[src/rtl/core/tlbpt_pkg.sv]
// ----------------------------------------------------------------------------
// TLB page table translator package
// Shared sizes, result codes and controller command type.
// ----------------------------------------------------------------------------
package tlbpt_pkg;

	localparam int TLB_ENTRIES = 16;
	localparam int PAGE_COUNT  = 256;
	localparam int FRAME_BYTES = 256;

	localparam int TLB_IDX_W = $clog2(TLB_ENTRIES);
	localparam int PAGE_W    = $clog2(PAGE_COUNT);
	localparam int OFFSET_W  = $clog2(FRAME_BYTES);
	localparam int FRAME_W   = 8;
	localparam int VADDR_W   = 16;
	localparam int PADDR_W   = 16;
	localparam int COUNT_W   = 32;
	localparam int OUTCOME_W = 2;

	typedef enum logic [OUTCOME_W-1:0] {
		OUT_TLB_HIT   = 2'd0,
		OUT_TABLE_HIT = 2'd1,
		OUT_FAULT     = 2'd2
	} outcome_t;

	typedef struct packed {
		logic capture;
		logic commit;
	} tlbpt_cmd_t;

endpackage

[src/rtl/core/tlbpt_ram.sv]
// ----------------------------------------------------------------------------
// Generic RAM
// One write port, one read port with registered read data.
// ----------------------------------------------------------------------------
module tlbpt_ram #(
	parameter int WIDTH = 8,
	parameter int DEPTH = 256
) (
	input  logic                     clk,
	input  logic                     we,
	input  logic [$clog2(DEPTH)-1:0] waddr,
	input  logic [WIDTH-1:0]         wdata,
	input  logic [$clog2(DEPTH)-1:0] raddr,
	output logic [WIDTH-1:0]         rdata
);
	logic [WIDTH-1:0] mem_q [DEPTH];
	logic [WIDTH-1:0] rdata_q;

	always_ff @(posedge clk) begin
		if (we) begin
			mem_q[waddr] <= wdata;
		end
		rdata_q <= mem_q[raddr];
	end

	assign rdata = rdata_q;
endmodule

[src/rtl/core/tlbpt_datapath.sv]
// ----------------------------------------------------------------------------
// Translator datapath
// TLB registers, page table memory with valid bits, counters, result register.
// ----------------------------------------------------------------------------
module tlbpt_datapath
	import tlbpt_pkg::*;
(
	input  logic                 clk,
	input  logic                 arst_n,
	input  tlbpt_cmd_t           cmd,
	input  logic [VADDR_W-1:0]   virtual_address,
	output logic [PADDR_W-1:0]   physical_address,
	output logic [OUTCOME_W-1:0] outcome,
	output logic [COUNT_W-1:0]   hits_so_far,
	output logic [COUNT_W-1:0]   faults_so_far,
	output logic [COUNT_W-1:0]   accesses_so_far
);
	logic [VADDR_W-1:0]   va_q;
	logic [PAGE_W-1:0]    tlb_tag_q [TLB_ENTRIES];
	logic [FRAME_W-1:0]   tlb_frame_q [TLB_ENTRIES];
	logic [TLB_ENTRIES-1:0] tlb_valid_q;
	logic [PAGE_COUNT-1:0]  table_valid_q;
	logic [TLB_IDX_W-1:0] victim_q;
	logic [FRAME_W-1:0]   free_frame_q;
	logic [COUNT_W-1:0]   hit_cnt_q;
	logic [COUNT_W-1:0]   fault_cnt_q;
	logic [COUNT_W-1:0]   access_cnt_q;
	logic [PADDR_W-1:0]   paddr_q;
	outcome_t             outcome_q;

	logic [PAGE_W-1:0]    page;
	logic [OFFSET_W-1:0]  offset;
	logic [PAGE_W-1:0]    raddr;
	logic [FRAME_W-1:0]   table_frame;
	logic                 tlb_hit;
	logic [TLB_IDX_W-1:0] hit_idx;
	logic                 table_hit;
	logic                 fault;
	logic [FRAME_W-1:0]   frame;
	outcome_t             result;

	assign page   = va_q[VADDR_W-1 -: PAGE_W];
	assign offset = va_q[OFFSET_W-1:0];
	assign raddr  = cmd.capture ? virtual_address[VADDR_W-1 -: PAGE_W] : page;

	tlbpt_ram #(
		.WIDTH (FRAME_W),
		.DEPTH (PAGE_COUNT)
	) u_table (
		.clk   (clk),
		.we    (cmd.commit && fault),
		.waddr (page),
		.wdata (free_frame_q),
		.raddr (raddr),
		.rdata (table_frame)
	);

	always_comb begin
		tlb_hit = 1'b0;
		hit_idx = '0;
		for (int i = TLB_ENTRIES - 1; i >= 0; i--) begin
			if (tlb_valid_q[i] && (tlb_tag_q[i] == page)) begin
				tlb_hit = 1'b1;
				hit_idx = TLB_IDX_W'(i);
			end
		end
	end

	assign table_hit = table_valid_q[page];
	assign fault     = !tlb_hit && !table_hit;

	always_comb begin
		if (tlb_hit) begin
			frame  = tlb_frame_q[hit_idx];
			result = OUT_TLB_HIT;
		end else if (table_hit) begin
			frame  = table_frame;
			result = OUT_TABLE_HIT;
		end else begin
			frame  = free_frame_q;
			result = OUT_FAULT;
		end
	end

	always_ff @(posedge clk) begin
		if (cmd.capture) begin
			va_q <= virtual_address;
		end
		if (cmd.commit) begin
			paddr_q   <= {frame, offset};
			outcome_q <= result;
			if (!tlb_hit) begin
				tlb_tag_q[victim_q]   <= page;
				tlb_frame_q[victim_q] <= frame;
			end
		end
	end

	always_ff @(posedge clk or negedge arst_n) begin
		if (!arst_n) begin
			tlb_valid_q   <= '0;
			table_valid_q <= '0;
			victim_q      <= '0;
			free_frame_q  <= '0;
			hit_cnt_q     <= '0;
			fault_cnt_q   <= '0;
			access_cnt_q  <= '0;
		end else if (cmd.commit) begin
			if (access_cnt_q != '1) begin
				access_cnt_q <= access_cnt_q + COUNT_W'(1);
			end
			if (tlb_hit) begin
				if (hit_cnt_q != '1) begin
					hit_cnt_q <= hit_cnt_q + COUNT_W'(1);
				end
			end else begin
				tlb_valid_q[victim_q] <= 1'b1;
				victim_q <= (victim_q == TLB_IDX_W'(TLB_ENTRIES - 1)) ?
				            '0 : victim_q + TLB_IDX_W'(1);
			end
			if (fault) begin
				table_valid_q[page] <= 1'b1;
				free_frame_q        <= free_frame_q + FRAME_W'(1);
				if (fault_cnt_q != '1) begin
					fault_cnt_q <= fault_cnt_q + COUNT_W'(1);
				end
			end
		end
	end

	assign physical_address = paddr_q;
	assign outcome          = outcome_q;
	assign hits_so_far      = hit_cnt_q;
	assign faults_so_far    = fault_cnt_q;
	assign accesses_so_far  = access_cnt_q;
endmodule

[config.mk]
export PLATFORM = sky130hd
export DESIGN_NAME = tlbpt_datapath
export DESIGN_NICKNAME = d
export VERILOG_FILES = /design/src/rtl/core/tlbpt_pkg.sv /design/src/rtl/core/tlbpt_ram.sv /design/src/rtl/core/tlbpt_datapath.sv
export SDC_FILE = /design/constraint.sdc
export NUM_CORES = 2
export LEC_CHECK = 0
export ABC_AREA = 1
export BUFFER_PORTS_ARGS = -buffer_cell sky130_fd_sc_hd__clkbuf_2
export CAP_MARGIN = 5
export CORE_MARGIN = 5
export CORE_UTILIZATION = 28
export CTS_BUF_LIST = sky130_fd_sc_hd__clkbuf_2
export DETAILED_ROUTE_END_ITERATION = 8
export GPL_TIMING_DRIVEN = 0
export PLACE_DENSITY = 0.46
export SYNTH_ARGS = -nofsm -noshare
export SYNTH_HDL_FRONTEND = slang
export SYNTH_SLANG_ARGS = --single-unit
[constraint.sdc]
create_clock -name clk -period 6.57 [get_ports clk]
set_input_delay 0.657 -clock clk [delete_from_list [all_inputs] [get_ports clk]]
set_output_delay 0.657 -clock clk [all_outputs]
set_load 0.02 [all_outputs]
==> qor.yml <==
logic_synthesis:
  synth_cells: 8874
  synth_edf_count: 2338
  avgSynthCellArea_um2: 12.39
  ys_ff_latch: 2726
  yosysUniqueCellTypes: 61
  syn-num-nets: 8902
  syn_area_um2: 110000
  dominantRegCellSynth: "edfxtp_1"
  synthArstFlopShare_pct: 13.94
  yosysSeqAreaShare_pct: 72.65
  yosys_warnings: 0
global_routing:
  grt_pass1_vias: 82774
  antenna_found_initial: 131
  grt_pass1_wl_um: 815700
  grt_max_degree: 115
  grt_usage_pct: 30.45
  grt_overflow: 0
power_and_ir_drop:
  power.static_leakage_nw: 46.63
  powerDensity_nw_per_um2: 314.9
  power.total_mw: 41.11
  ir_worst_vdd_mv: 0.2113
sta:
  fin_crit_sh_pct: 107.0
  worst_pin_slew_ns: 1.611
  slew_violations: 156
  setup_slack_ns: -0.4581
  rsz0062_at_grt: "true"
  slew_headroom_pct: -7.419
  fin_skew_ns: 0.1867
  timing.fmax_mhz: 142.3
  fin_crit_ns: 7.028
  setup_viol: 13
  finalHoldViolCount: 0
die:
  start_util_pct: 28.05
  core_region_area_um2: 392000
  dieArea_um2: 405300
  rows: 230
  die_h_um: 636.6
  boundaryPins: 134
  die_x_um: 636.6
clock_tree:
  cts_made_buffers: 728
  clockBufferDepth: 4
  cts_tree: "done"
  clk_latency_ns: 2.37
  cts_sinks: 2726
  clkTransAtPathRegs_ns: 0.09
  cts_root_buffer: "clkbuf_2"
  htreeDepth: 6
critical_path:
  crit_path_end_kind: "flop"
  critPathSlowestCell: "clkbuf_1"
  critPathRequiredTime_ns: 8.71
  cp.arrival_ns: 9.16
  crit_fanout: 10
  max_stage_delay_ns: 1.19
  crit_path_cell_trace: "buf_4 -> inv_2 -> buf_6 -> buf_4 -> o21ai_2 -> buf_8 -> clkinv_1 -> clkbuf_2 -> clkbuf_1 -> o21ai_0 -> o22ai_1 -> nor2_1 -> o221ai_1 -> nand3_1 -> nand3_1 -> nand3_1 -> nand2_1"
  crit_top_cell: "nand3_1"
  critPathKind: "reg2reg"
  rr_worst_depth: 17
  crit_path_start_kind: "flop"
finish:
  drive_gt1_share_pct: 19.93
  fillers: 39722
  multiInputGateArea_um2: 27280
  regArea_um2: 79910
  finalInstanceArea_um2: 130600
  synthToLayoutAreaGrowth_pct: 18.76
  fin_nets: 10090
min_path:
  hp-class: "in2reg"
  holdPathStages: 8
status:
  status: "finished with violations"
  violations: "max-capacitance violations, max-slew violations, negative setup slack"
drt:
  vias_per_cell: 5.631
  drt_iter0_drc: 14524
  routed_wl_um: 642600
  vias: 89531
  ant_nets: 0
  dr.pass1.iters: 8
  drc: 0
  wl_per_cell_um: 40.42
placement:
  place_ws_ns: -1.039
  place_area_um2: 122700
  gp_congestion: 1.052
  hpwlAfterDp_um: 473400
  portBuffers: 133
run:
  max_cap_violations: 15
-- where the power goes --
part / leakage, nW / switching, mW / internal, mW
Combinational: 15.3 / 6.00 / 1.50
Sequential: 26.3 / 0.535 / 20.5
Clock: 4.98 / 7.83 / 4.71
-- kinds of logic after synthesis --
kind of cell    count (synthesis)  synth area share, %
buf+inv                       948                3.439
fa+ha+maj                       8              0.09104
simple gates                 2688                10.34
compound gates               2359                12.33
xor+xnor                      144                1.147
mux                             1              0.01024
flops                        2726                72.65
-- state kept, by name, indices dropped and copies added (netlist names) --
| name | count |
|---|---|
| accesses_so_far | 32 |
| faults_so_far | 32 |
| free_frame_q | 8 |
| hits_so_far | 32 |
| outcome | 2 |
| physical_address | 16 |
| table_valid_q | 256 |
| tlb_frame_q | 128 |
| tlb_tag_q | 128 |
| tlb_valid_q | 16 |
| u_table.mem_q | 2048 |
| u_table.rdata | 8 |
| va_q | 16 |
| victim_q | 4 |
-- cell type report --
class / instances / share of cell area (%)
Antenna cell: 58 / 0.1112
Buffer: 601 / 2.008
Clock buffer: 1055 / 4.044
Clock inverter: 234 / 1.038
Inverter: 347 / 0.9985
Multi-Input combinational cell: 5200 / 20.89
Sequential cell: 2726 / 61.20
Tap cell: 5220 / 5.002
Timing Repair Buffer: 458 / 4.714
-- worst max-delay path: cells and delay by family, from the launching register on --
family          cells  cell delay (ns)
compound gates      4             1.82
buf+inv             8             3.33
flops               1             0.50
simple gates        5             1.17
-- cell usage in the layout (no fill, tap or decap), drive strengths merged, types with 4 or more instances in the layout --
cell	instances
edfxtp	2338
nor2	1696
clkbuf	1671
o21ai	1478
o22ai	532
nand2	443
dfrtp	380
buf	365
inv	363
nand3	277
o221ai	191
clkinv	189
or2	148
xor2	98
dlygate4sd3	73
a22oi	64
diode	58
nor3	49
xnor2	46
a21oi	40
nand4	30
clkinvlp	21
a22o	19
nand3b	18
nor4	17
o211ai	8
a41oi	8
ha	8
bufinv	8
dfxtp	8
clkdlybuf4s15	5
a221oi	5
nor3b	4
-- final timing paths --
check,startpoint,endpoint,slack [ns]
max reg2reg,va_q[9],u_table.rdata[0],-0.46
min,cmd[1],u_table.rdata[4],0.30
min reg2reg,va_q[3],physical_address[3],0.43
min in group asynchronous,arst_n,tlb_valid_q[14],0.71
max,va_q[9],u_table.rdata[0],-0.46
max in group asynchronous,arst_n,table_valid_q[129],4.38
-- timing repair --
| item | CTS | global route |
|---|---|---|
| setup buffers | 2 | 11 |
| hold endpoints to repair | 470 | 0 |
| cloned | 0 | 0 |
| hold buffers | 75 | 0 |
| resized for setup | 35 | 19 |
| endpoints found under the setup margin | 178 | 57 |
-- stage by stage --
step / hold slack [ns] / utilization, % / instances / TNS (ns)
6_report: 0.3045 / 33.31 / 15899 / -2.649
5_1_grt: 0.2030 / 33.29 / 15860 / -0.07352
4_1_cts: 0.03229 / 33.22 / 15826 / 0
3_5_place_dp: 0.4054 / 31.30 / 14460 / -12.03
3_3_place_gp: 0.4011 / 29.89 / 14227 / -7607.29
2_1_floorplan: 0.3614 / - / 8874 / 0
-- synth_stat cells (3+ instances only) --
master,instances,area share (%)
nor2_1,1643,5.6
nand3b_1,18,0.12
a211oi_1,3,0.020
edfxtp_1,2338,64
ha_1,8,0.091
o21ai_0,1396,6.4
inv_1,333,1.1
inv_2,11,0.038
a221oi_1,5,0.040
a22o_1,19,0.15
a41oi_1,8,0.064
nand3_1,276,1.3
buf_2,72,0.33
dfrtp_1,380,8.6
o21ai_1,82,0.37
nand2_1,422,1.4
clkbuf_1,486,1.7
nand2_2,18,0.10
nor2_4,6,0.061
and3_1,3,0.017
or2_2,80,0.46
nor3b_1,4,0.027
nor2_2,46,0.26
nand4_1,28,0.16
a21oi_1,40,0.18
dfxtp_1,8,0.15
buf_6,8,0.082
buf_4,19,0.13
o2111ai_1,3,0.024
o221ai_1,191,1.5
o22ai_1,530,3.0
xor2_1,98,0.78
o211ai_1,8,0.055
nor4_1,16,0.091
a22oi_1,64,0.44
or2_1,67,0.38
nor3_1,48,0.22
buf_1,16,0.055
xnor2_1,46,0.37
-- metal layers --
metal / wire (um) / GRT usage (%)
met1: 251500 / 40.02
met2: 273900 / 44.98
met3: 69370 / 7.868
met4: 47490 / 18.67
met5: 390 / 0
Note: power is estimated with default switching activity, not from simulation.
